**config.mk**
```make
export PLATFORM = sky130hd
export DESIGN_NAME = limit_order_book_matcher_unit_flat
export DESIGN_NICKNAME = d
export VERILOG_FILES = /design/src/rtl/lobm_pkg.sv /design/src/rtl/lobm_if.sv /design/src/rtl/lobm_front.sv /design/src/rtl/lobm_engine.sv /design/src/rtl/limit_order_book_matcher_unit.sv /design/src/flat_wrapper.sv
export SDC_FILE = /design/constraint.sdc
export NUM_CORES = 2
export LEC_CHECK = 0
export BUFFER_PORTS_ARGS = -buffer_cell sky130_fd_sc_hd__buf_2
export CAP_MARGIN = 10
export CORE_UTILIZATION = 25
export DETAILED_ROUTE_END_ITERATION = 7
export PLACE_DENSITY = 0.41
export SETUP_SLACK_MARGIN = 0.4
export SYNTH_ARGS = -nofsm -noshare
export SYNTH_HDL_FRONTEND = slang
export SYNTH_HIERARCHICAL = 1
export SYNTH_SLANG_ARGS = --single-unit
```
**constraint.sdc**
```tcl
create_clock -name clk -period 33.3 [get_ports clk]
set_input_delay 1.665 -clock clk [delete_from_list [all_inputs] [get_ports clk]]
set_output_delay 1.665 -clock clk [all_outputs]
set_load 0.01 [all_outputs]
```
**src/rtl/lobm_pkg.sv**
```systemverilog
// lobm_pkg: shared constants and types of the order book matcher
// no dependencies
package lobm_pkg;

  localparam int BOOK_ENTRIES = 32;
  localparam int IDX_W        = $clog2(BOOK_ENTRIES);
  localparam int PRICE_BITS   = 16;
  localparam int QTY_BITS     = 16;
  localparam int ID_W         = 63;
  localparam int FIFO_DEPTH   = 2;

  localparam logic [1:0] MODE_LIMIT  = 2'd0;
  localparam logic [1:0] MODE_MARKET = 2'd1;

  localparam logic [1:0] ST_OK        = 2'd0;
  localparam logic [1:0] ST_NOT_FOUND = 2'd1;
  localparam logic [1:0] ST_BOOK_FULL = 2'd2;

  localparam logic KIND_TRADE = 1'b0;
  localparam logic KIND_DONE  = 1'b1;

  localparam logic SIDE_BUY = 1'b0;

  typedef struct packed {
    logic [1:0]            mode;
    logic                  side;
    logic [PRICE_BITS-1:0] limit;
    logic [QTY_BITS-1:0]   qty;
    logic [ID_W-1:0]       cancel_id;
    logic [ID_W-1:0]       order_id;
  } req_t;

  typedef struct packed {
    logic valid;
    req_t item;
  } queue_head_t;

endpackage

```
**src/rtl/lobm_if.sv**
```systemverilog
// lobm_req_if, lobm_res_if: request and result channels
// no dependencies
interface lobm_req_if;
  logic        valid;
  logic        ready;
  logic [1:0]  mode;
  logic        side;
  logic [15:0] limit_price;
  logic [15:0] quantity;
  logic [62:0] cancel_id;
  modport source(output valid, mode, side, limit_price, quantity, cancel_id, input ready);
  modport sink(input valid, mode, side, limit_price, quantity, cancel_id, output ready);
endinterface

interface lobm_res_if;
  logic        valid;
  logic        ready;
  logic        kind;
  logic [62:0] buyer_id;
  logic [62:0] seller_id;
  logic [15:0] fill_price;
  logic [15:0] fill_quantity;
  logic [62:0] assigned_id;
  logic [1:0]  status;
  logic        last;
  modport source(output valid, kind, buyer_id, seller_id, fill_price, fill_quantity,
                 assigned_id, status, last, input ready);
  modport sink(input valid, kind, buyer_id, seller_id, fill_price, fill_quantity,
               assigned_id, status, last, output ready);
endinterface

```
**src/rtl/lobm_front.sv**
```systemverilog
// lobm_front: accepts requests, assigns order ids, queues them for the engine
// depends on lobm_pkg, lobm_if
module lobm_front (
  input  logic                 clk,
  input  logic                 rst_n,
  lobm_req_if.sink             in_req,
  output lobm_pkg::queue_head_t head,
  input  logic                 pop
);

  lobm_pkg::req_t             mem_r [lobm_pkg::FIFO_DEPTH];
  logic                       wr_ptr_r, rd_ptr_r;
  logic [1:0]                 count_r;
  logic [lobm_pkg::ID_W-1:0]  next_id_r;
  logic                       push;
  lobm_pkg::req_t             item;

  assign in_req.ready = (count_r != 2'(lobm_pkg::FIFO_DEPTH));
  assign push         = in_req.valid && in_req.ready;

  always_comb begin
    item.mode      = in_req.mode;
    item.side      = in_req.side;
    item.limit     = in_req.limit_price[lobm_pkg::PRICE_BITS-1:0];
    item.qty       = in_req.quantity[lobm_pkg::QTY_BITS-1:0];
    item.cancel_id = in_req.cancel_id;
    item.order_id  = next_id_r;
  end

  assign head.valid = (count_r != 2'd0);
  assign head.item  = mem_r[rd_ptr_r];

  always_ff @(posedge clk) begin
    if (push) begin
      mem_r[wr_ptr_r] <= item;
    end
  end

  always_ff @(posedge clk) begin
    if (!rst_n) begin
      wr_ptr_r  <= 1'b0;
      rd_ptr_r  <= 1'b0;
      count_r   <= 2'd0;
      next_id_r <= lobm_pkg::ID_W'(1);
    end else begin
      if (push) begin
        wr_ptr_r <= ~wr_ptr_r;
        if (!in_req.mode[1]) begin
          next_id_r <= next_id_r + lobm_pkg::ID_W'(1);
        end
      end
      if (pop) begin
        rd_ptr_r <= ~rd_ptr_r;
      end
      count_r <= count_r + 2'(push) - 2'(pop);
    end
  end

`ifndef SYNTH
  a_pop_nonempty: assert property (@(posedge clk) disable iff (!rst_n)
    pop |-> count_r != 2'd0) else $error("pop from empty queue");
  a_count_bound: assert property (@(posedge clk) disable iff (!rst_n)
    count_r <= 2'(lobm_pkg::FIFO_DEPTH)) else $error("queue overflow");
`endif

endmodule

```
**src/rtl/lobm_engine.sv**
```systemverilog
// lobm_engine: book storage, best-entry scan, fills, resting and cancels
// depends on lobm_pkg, lobm_if
module lobm_engine (
  input  logic                  clk,
  input  logic                  rst_n,
  input  lobm_pkg::queue_head_t head,
  output logic                  pop,
  lobm_res_if.source            out_res
);

  typedef enum logic [2:0] {S_IDLE, S_SCAN, S_DECIDE, S_TRADE, S_PLACE, S_DONE} state_t;

  localparam int PW = lobm_pkg::PRICE_BITS;
  localparam int QW = lobm_pkg::QTY_BITS;
  localparam int IW = lobm_pkg::ID_W;
  localparam int XW = lobm_pkg::IDX_W;
  localparam logic [XW-1:0] LAST_IDX = XW'(lobm_pkg::BOOK_ENTRIES - 1);

  logic [lobm_pkg::BOOK_ENTRIES-1:0] ent_valid_r;
  logic          ent_side_r  [lobm_pkg::BOOK_ENTRIES];
  logic [PW-1:0] ent_price_r [lobm_pkg::BOOK_ENTRIES];
  logic [QW-1:0] ent_rem_r   [lobm_pkg::BOOK_ENTRIES];
  logic [IW-1:0] ent_id_r    [lobm_pkg::BOOK_ENTRIES];

  state_t         state_r;
  lobm_pkg::req_t cur_r;
  logic [QW-1:0]  qty_r;
  logic [XW-1:0]  scan_r, best_idx_r, free_idx_r;
  logic           found_r, free_found_r;
  logic [PW-1:0]  best_price_r;
  logic [QW-1:0]  best_rem_r;
  logic [IW-1:0]  best_id_r;
  logic [1:0]     status_r;

  logic           out_valid_r, out_kind_r, out_last_r;
  logic [IW-1:0]  out_buyer_r, out_seller_r, out_assigned_r;
  logic [15:0]    out_price_r, out_qty_r;
  logic [1:0]     out_status_r;

  logic           s_valid, s_side;
  logic [PW-1:0]  s_price;
  logic [QW-1:0]  s_rem;
  logic [IW-1:0]  s_id;
  logic           is_cancel, cancel_hit, opp, better, crosses, out_free;
  logic           do_trade, do_place, do_done;
  logic [QW-1:0]  fill;

  assign s_valid = ent_valid_r[scan_r];
  assign s_side  = ent_side_r[scan_r];
  assign s_price = ent_price_r[scan_r];
  assign s_rem   = ent_rem_r[scan_r];
  assign s_id    = ent_id_r[scan_r];

  assign is_cancel  = cur_r.mode[1];
  assign cancel_hit = (state_r == S_SCAN) && is_cancel && !found_r && s_valid
                      && (s_id == cur_r.cancel_id);
  assign opp        = s_valid && (s_side != cur_r.side);

  always_comb begin
    if (!found_r) begin
      better = 1'b1;
    end else if (s_price == best_price_r) begin
      better = s_id < best_id_r;
    end else if (cur_r.side == lobm_pkg::SIDE_BUY) begin
      better = s_price < best_price_r;
    end else begin
      better = s_price > best_price_r;
    end
  end

  always_comb begin
    if (cur_r.mode != lobm_pkg::MODE_LIMIT) begin
      crosses = found_r;
    end else if (cur_r.side == lobm_pkg::SIDE_BUY) begin
      crosses = found_r && (cur_r.limit >= best_price_r);
    end else begin
      crosses = found_r && (cur_r.limit <= best_price_r);
    end
  end

  assign out_free = !out_valid_r || out_res.ready;
  assign fill     = (qty_r < best_rem_r) ? qty_r : best_rem_r;
  assign do_trade = (state_r == S_TRADE) && out_free;
  assign do_place = (state_r == S_PLACE) && free_found_r;
  assign do_done  = (state_r == S_DONE) && out_free;
  assign pop      = (state_r == S_IDLE) && head.valid;

  // book valid bits
  always_ff @(posedge clk) begin
    if (!rst_n) begin
      ent_valid_r <= '0;
    end else begin
      if (cancel_hit) begin
        ent_valid_r[scan_r] <= 1'b0;
      end
      if (do_trade && (fill == best_rem_r)) begin
        ent_valid_r[best_idx_r] <= 1'b0;
      end
      if (do_place) begin
        ent_valid_r[free_idx_r] <= 1'b1;
      end
    end
  end

  // book payload
  always_ff @(posedge clk) begin
    if (do_trade) begin
      ent_rem_r[best_idx_r] <= best_rem_r - fill;
    end
    if (do_place) begin
      ent_side_r[free_idx_r]  <= cur_r.side;
      ent_price_r[free_idx_r] <= cur_r.limit;
      ent_rem_r[free_idx_r]   <= qty_r;
      ent_id_r[free_idx_r]    <= cur_r.order_id;
    end
  end

  always_ff @(posedge clk) begin
    if (!rst_n) begin
      state_r      <= S_IDLE;
      out_valid_r  <= 1'b0;
      found_r      <= 1'b0;
      free_found_r <= 1'b0;
      scan_r       <= '0;
      status_r     <= lobm_pkg::ST_OK;
    end else begin
      if (out_valid_r && out_res.ready && !do_trade && !do_done) begin
        out_valid_r <= 1'b0;
      end
      case (state_r)
        S_IDLE: begin
          if (head.valid) begin
            cur_r        <= head.item;
            qty_r        <= head.item.qty;
            scan_r       <= '0;
            found_r      <= 1'b0;
            free_found_r <= 1'b0;
            status_r     <= lobm_pkg::ST_OK;
            if (!head.item.mode[1] && (head.item.qty == '0)) begin
              state_r <= S_DONE;
            end else begin
              state_r <= S_SCAN;
            end
          end
        end
        S_SCAN: begin
          if (is_cancel) begin
            if (cancel_hit) begin
              found_r <= 1'b1;
            end
          end else begin
            if (opp && better) begin
              found_r      <= 1'b1;
              best_idx_r   <= scan_r;
              best_price_r <= s_price;
              best_rem_r   <= s_rem;
              best_id_r    <= s_id;
            end
            if (!s_valid && !free_found_r) begin
              free_found_r <= 1'b1;
              free_idx_r   <= scan_r;
            end
          end
          scan_r <= scan_r + XW'(1);
          if (scan_r == LAST_IDX) begin
            if (is_cancel) begin
              status_r <= (found_r || cancel_hit) ? lobm_pkg::ST_OK : lobm_pkg::ST_NOT_FOUND;
              state_r  <= S_DONE;
            end else begin
              state_r <= S_DECIDE;
            end
          end
        end
        S_DECIDE: begin
          if (crosses) begin
            state_r <= S_TRADE;
          end else if (cur_r.mode == lobm_pkg::MODE_LIMIT) begin
            state_r <= S_PLACE;
          end else begin
            state_r <= S_DONE;
          end
        end
        S_TRADE: begin
          if (out_free) begin
            out_valid_r    <= 1'b1;
            out_kind_r     <= lobm_pkg::KIND_TRADE;
            out_buyer_r    <= (cur_r.side == lobm_pkg::SIDE_BUY) ? cur_r.order_id : best_id_r;
            out_seller_r   <= (cur_r.side == lobm_pkg::SIDE_BUY) ? best_id_r : cur_r.order_id;
            out_price_r    <= 16'(best_price_r);
            out_qty_r      <= 16'(fill);
            out_assigned_r <= '0;
            out_status_r   <= lobm_pkg::ST_OK;
            out_last_r     <= 1'b0;
            qty_r          <= qty_r - fill;
            scan_r         <= '0;
            found_r        <= 1'b0;
            free_found_r   <= 1'b0;
            state_r        <= (qty_r == fill) ? S_DONE : S_SCAN;
          end
        end
        S_PLACE: begin
          if (!free_found_r) begin
            status_r <= lobm_pkg::ST_BOOK_FULL;
          end
          state_r <= S_DONE;
        end
        S_DONE: begin
          if (out_free) begin
            out_valid_r    <= 1'b1;
            out_kind_r     <= lobm_pkg::KIND_DONE;
            out_buyer_r    <= '0;
            out_seller_r   <= '0;
            out_price_r    <= '0;
            out_qty_r      <= '0;
            out_assigned_r <= is_cancel ? '0 : cur_r.order_id;
            out_status_r   <= status_r;
            out_last_r     <= 1'b1;
            state_r        <= S_IDLE;
          end
        end
        default: begin
          state_r <= S_IDLE;
        end
      endcase
    end
  end

  assign out_res.valid         = out_valid_r;
  assign out_res.kind          = out_kind_r;
  assign out_res.buyer_id      = out_buyer_r;
  assign out_res.seller_id     = out_seller_r;
  assign out_res.fill_price    = out_price_r;
  assign out_res.fill_quantity = out_qty_r;
  assign out_res.assigned_id   = out_assigned_r;
  assign out_res.status        = out_status_r;
  assign out_res.last          = out_last_r;

`ifndef SYNTH
  a_trade_has_best: assert property (@(posedge clk) disable iff (!rst_n)
    (state_r == S_TRADE) |-> (found_r && ent_valid_r[best_idx_r])) else $error("trade without entry");
  a_trade_nonzero: assert property (@(posedge clk) disable iff (!rst_n)
    (out_valid_r && (out_kind_r == lobm_pkg::KIND_TRADE)) |-> (out_qty_r != '0))
    else $error("empty trade");
  a_last_on_done: assert property (@(posedge clk) disable iff (!rst_n)
    out_valid_r |-> (out_last_r == out_kind_r)) else $error("last mismatch");
  a_pop_idle: assert property (@(posedge clk) disable iff (!rst_n)
    pop |=> (state_r == S_SCAN) || (state_r == S_DONE)) else $error("bad pop");
`endif

endmodule

```
**src/rtl/limit_order_book_matcher_unit.sv**
```systemverilog
// a request enters the front queue and is popped by the engine; a book scan visits
// all BOOK_ENTRIES (32) entries, a fill costs a scan, a decide and a trade step, leftover
// limit quantity another scan, decide and place, then done; a cancel is a scan and done
// throughput: one request at a time; front queue holds two, one output register for results
// synchronous active-low reset empties the book and sets the next order id to one
// depends on lobm_pkg, lobm_if, lobm_front, lobm_engine
module limit_order_book_matcher_unit (
  input  logic clk,
  input  logic rst_n,
  lobm_req_if.sink   in_req,
  lobm_res_if.source out_res
);

  lobm_pkg::queue_head_t head;
  logic                  pop;

  lobm_front u_front (
    .clk    (clk),
    .rst_n  (rst_n),
    .in_req (in_req),
    .head   (head),
    .pop    (pop)
  );

  lobm_engine u_engine (
    .clk     (clk),
    .rst_n   (rst_n),
    .head    (head),
    .pop     (pop),
    .out_res (out_res)
  );

endmodule

```
**src/flat_wrapper.sv**
```systemverilog
// flat-port wrapper written by rule: the top's interface ports become plain ports
module limit_order_book_matcher_unit_flat 
  (clk, rst_n, in_req_valid, in_req_mode, in_req_side, in_req_limit_price, in_req_quantity, in_req_cancel_id, in_req_ready, out_res_valid, out_res_kind, out_res_buyer_id, out_res_seller_id, out_res_fill_price, out_res_fill_quantity, out_res_assigned_id, out_res_status, out_res_last, out_res_ready);
  lobm_req_if in_req_i ();
  lobm_res_if out_res_i ();
  input  logic clk;
  input  logic rst_n;
  input wire logic [$bits(in_req_i.valid)-1:0] in_req_valid;
  input wire logic [$bits(in_req_i.mode)-1:0] in_req_mode;
  input wire logic [$bits(in_req_i.side)-1:0] in_req_side;
  input wire logic [$bits(in_req_i.limit_price)-1:0] in_req_limit_price;
  input wire logic [$bits(in_req_i.quantity)-1:0] in_req_quantity;
  input wire logic [$bits(in_req_i.cancel_id)-1:0] in_req_cancel_id;
  output wire logic [$bits(in_req_i.ready)-1:0] in_req_ready;
  output wire logic [$bits(out_res_i.valid)-1:0] out_res_valid;
  output wire logic [$bits(out_res_i.kind)-1:0] out_res_kind;
  output wire logic [$bits(out_res_i.buyer_id)-1:0] out_res_buyer_id;
  output wire logic [$bits(out_res_i.seller_id)-1:0] out_res_seller_id;
  output wire logic [$bits(out_res_i.fill_price)-1:0] out_res_fill_price;
  output wire logic [$bits(out_res_i.fill_quantity)-1:0] out_res_fill_quantity;
  output wire logic [$bits(out_res_i.assigned_id)-1:0] out_res_assigned_id;
  output wire logic [$bits(out_res_i.status)-1:0] out_res_status;
  output wire logic [$bits(out_res_i.last)-1:0] out_res_last;
  input wire logic [$bits(out_res_i.ready)-1:0] out_res_ready;
  assign in_req_i.valid = in_req_valid;
  assign in_req_i.mode = in_req_mode;
  assign in_req_i.side = in_req_side;
  assign in_req_i.limit_price = in_req_limit_price;
  assign in_req_i.quantity = in_req_quantity;
  assign in_req_i.cancel_id = in_req_cancel_id;
  assign in_req_ready = in_req_i.ready;
  assign out_res_valid = out_res_i.valid;
  assign out_res_kind = out_res_i.kind;
  assign out_res_buyer_id = out_res_i.buyer_id;
  assign out_res_seller_id = out_res_i.seller_id;
  assign out_res_fill_price = out_res_i.fill_price;
  assign out_res_fill_quantity = out_res_i.fill_quantity;
  assign out_res_assigned_id = out_res_i.assigned_id;
  assign out_res_status = out_res_i.status;
  assign out_res_last = out_res_i.last;
  assign out_res_i.ready = out_res_ready;
  limit_order_book_matcher_unit u_core (.clk(clk), .rst_n(rst_n), .in_req(in_req_i), .out_res(out_res_i));
endmodule
```
==> flow_summary.ini <==
[routing]
totalWireLength_microns = 574000
vias = 84500
dr.pass1.iters = 5
drtAntennaViolNets = 0
drcViolationCount = 0
top_layer = met5
wl_met3_microns = 30400
routedWlPerCell_microns = 32.7
via_per_inst = 4.80
drt-initial-drc-count = 8405
wl_met1_microns = 240000
routed-wl-met2_microns = 282000

[yosys]
ys_warn_count = 6
synth_common_cells = edfxtp_1 (3884), mux4_2 (631), mux2i_1 (504)
ys_types = 83
synth_cells = 8128
synth-async-reset-ratio_pct = 0
synthesis.area_sq_um = 157000
synth_area_leaders = edfxtp_1 (74%), mux4_2 (9.0%), mux2i_1 (3.2%), mux2_2 (1.5%), dfxtp_1 (1.5%)
synth_edf_count = 3884
yosysMostFrequentCell = edfxtp_1
synth.top_cell.area_share_pct = 74.1
synth_top_area_cell = edfxtp_1
syn_area_per_cell_sq_um = 19.4
synth-seq-cells = 4002
synth_nets = 8379
synthFlopType = edfxtp_1
yosysSeqAreaShare_pct = 75.6

[clock_network]
postCtsSetupBuffers = 0
cts_root_buf = clkbuf_16
ctsHtreeMaxLevel = 5
cts.reportedPaths.clkPinSlew_ns = 0.06
numCtsBuffers = 443
cts_resized = 0
ctsHoldBuffers = 0
clkLatencyLatePin_ns = 1.09
clkSinkCount = 4002
clk_path_buf_depth = 4
cts_tree = built

[placed_design]
dp_slack_ns = 24.44
hpwl_microns = 349000
io_buffers = 328
gp_congestion = 0.805

[floorplanning]
die_w_microns = 795
initial_utilization_pct = 25.1
ios = 329
die_h_microns = 795
core_area_sq_um = 628000
die_area_sq_um = 633000
rows = 291

[worst_hold_path]
hp-start = u_core/u_front/next_id_r[5]
hold_path_class = reg2reg
hold_depth = 0
holdPathEnd = u_core/u_front/mem_r[1][5]

[setup_path]
critical_path.endpoint_type = flop
cp.arrival_ns = 9.77
crit_fanout = 48
critical_path_class = reg2reg
regToRegSetupSlack_ns = 24.13
required_ns = 33.89
reg2reg_depth = 18
worstReg2RegEnd = u_core/u_engine/best_id_r[23]
worst_setup_path_start_kind = flop

[timing]
finalHoldViolations = 0
tightest_slew_ns = 1.30
setup_tns_ns = 0
setup_viol = 0
grt_setup_unrepaired = no
finalClockSkew_ns = 0.135
fmax_ghz = 0.109
relSlewSlack_pct = 13.6
setup_slack_ns = 24.13
min_period_over_period_pct = 27.5
drv_slew = 0
final.min_clock_period_ns = 9.17

[grt]
first_global_vias = 85700
grt_pass1_wl_microns = 769000
antenna_found_initial = 73
grt_max_degree = 100
grt_overflow = 0
track_usage_pct = 17.6

[power_and_ir_drop]
power_density_nw_per_um2 = 71.7
vdd_drop_max_uv = 45.5
leakagePower_nw = 58.2

[cells_and_area]
final_util_pct = 29.5
drive_above_1_share_pct = 24.5
num-nets-final = 9090
ff_latch_area_sq_um = 119000
multi_input_area_sq_um = 36400
area_growth_pct = 17.8
nFillCells = 61700

[job]
cap_viol_max_count = 0

[outcome]
outcome = completed
-- flip-flops by register name, indices dropped and copies added (netlist names), 63 cells and up, named ones only --
name	cells
u_core/u_engine/best_id_r	63
u_core/u_engine/cur_r	145
u_core/u_engine/ent_id_r	2016
u_core/u_engine/ent_price_r	512
u_core/u_engine/ent_rem_r	512
u_core/u_engine/out_res.assigned_id	63
u_core/u_engine/out_res.buyer_id	63
u_core/u_engine/out_res.seller_id	63
u_core/u_front/mem_r	322
u_core/u_front/next_id_r	63
-- power breakdown --
| group | internal (mW) | switching (mW) |
|---|---|---|
| Clock | 2.84 | 2.10 |
| Sequential | 5.97 | 0.151 |
| Combinational | 0.790 | 1.45 |
| Total | 9.59 | 3.70 |
-- cell families after synthesis --
family	Yosys count	synth area share, %
buffers and inverters	544	1.63
flip-flops	4002	75.6
adder cells (fa/ha/maj)	149	1.19
multiplexers	1348	13.8
AO/OA/AOI/OAI	805	3.55
XOR/XNOR	103	0.573
AND/OR/NAND/NOR	1177	3.69
-- per-stage QoR --
step	total power, mW	hold WS [ns]	cell area (sq um)	cells
global placement	8.48	0.459	171000	16700
finish	13.3	0.506	185000	17600
CTS	13.5	0.502	185000	17600
detailed placement	8.51	0.488	171000	16700
global route	13.8	0.518	185000	17600
floorplan	7.56	0.420	157000	8128
-- area by class of cell --
cell class | count | area share (%)
Clock inverter | 259 | 1.51
Clock buffer | 555 | 6.30
Multi-Input combinational cell | 3582 | 19.6
Antenna cell | 27 | 0.0364
Inverter | 140 | 0.290
Timing Repair Buffer | 670 | 2.38
Tap cell | 8350 | 5.64
Sequential cell | 4002 | 64.2
-- placed cells by master (no fill, tap or decap), types with 135 or more instances in the layout --
cell,n
nor2_1,346
mux2i_1,504
buf_2,329
a21oi_1,146
nand2_1,222
buf_4,324
inv_1,135
ha_1,147
a22oi_1,272
mux2_2,213
mux4_2,631
edfxtp_1,3884
clkbuf_16,447
-- critical path, cell delays in order, from the launching register on --
cell	delay [ns]
dfxtp_4	0.66
buf_4	0.59
buf_4	0.63
buf_4	0.55
buf_4	0.67
mux4_2	0.41
a22o_1	0.24
a31oi_1	0.44
o211ai_1	0.38
ha_1	0.41
nand4_1	0.09
nor4_1	0.60
nand3_1	0.16
a31o_2	0.26
a311oi_1	0.69
a2111oi_0	0.18
o31ai_1	0.87
a311oi_4	0.19
buf_4	0.35
-- how the worst max path moves through the flow --
| stage | depth (start not counted) | end | start | slack, ns |
|---|---|---|---|---|
| after floorplan | 3 | u_core/u_engine/out_res.assigned_id[0] | rst_n | 13.95 |
| after global placement | 19 | u_core/u_engine/best_price_r[11] | flop | 24.43 |
| after detailed placement | 18 | u_core/u_engine/best_price_r[11] | flop | 24.44 |
| after CTS | 18 | u_core/u_engine/best_price_r[8] | flop | 24.37 |
| after global routing | 18 | u_core/u_engine/best_price_r[13] | flop | 24.03 |
| final | 18 | u_core/u_engine/best_id_r[23] | flop | 24.13 |
-- routing by layer --
layer  global-route usage, %  vias up
met2                    30.2     2786
met4                    5.82       24
li1                        -    34600
met1                    23.0    46300
met5                       0        -
met3                    2.39      718
Note: power is estimated with default switching activity, not from simulation.
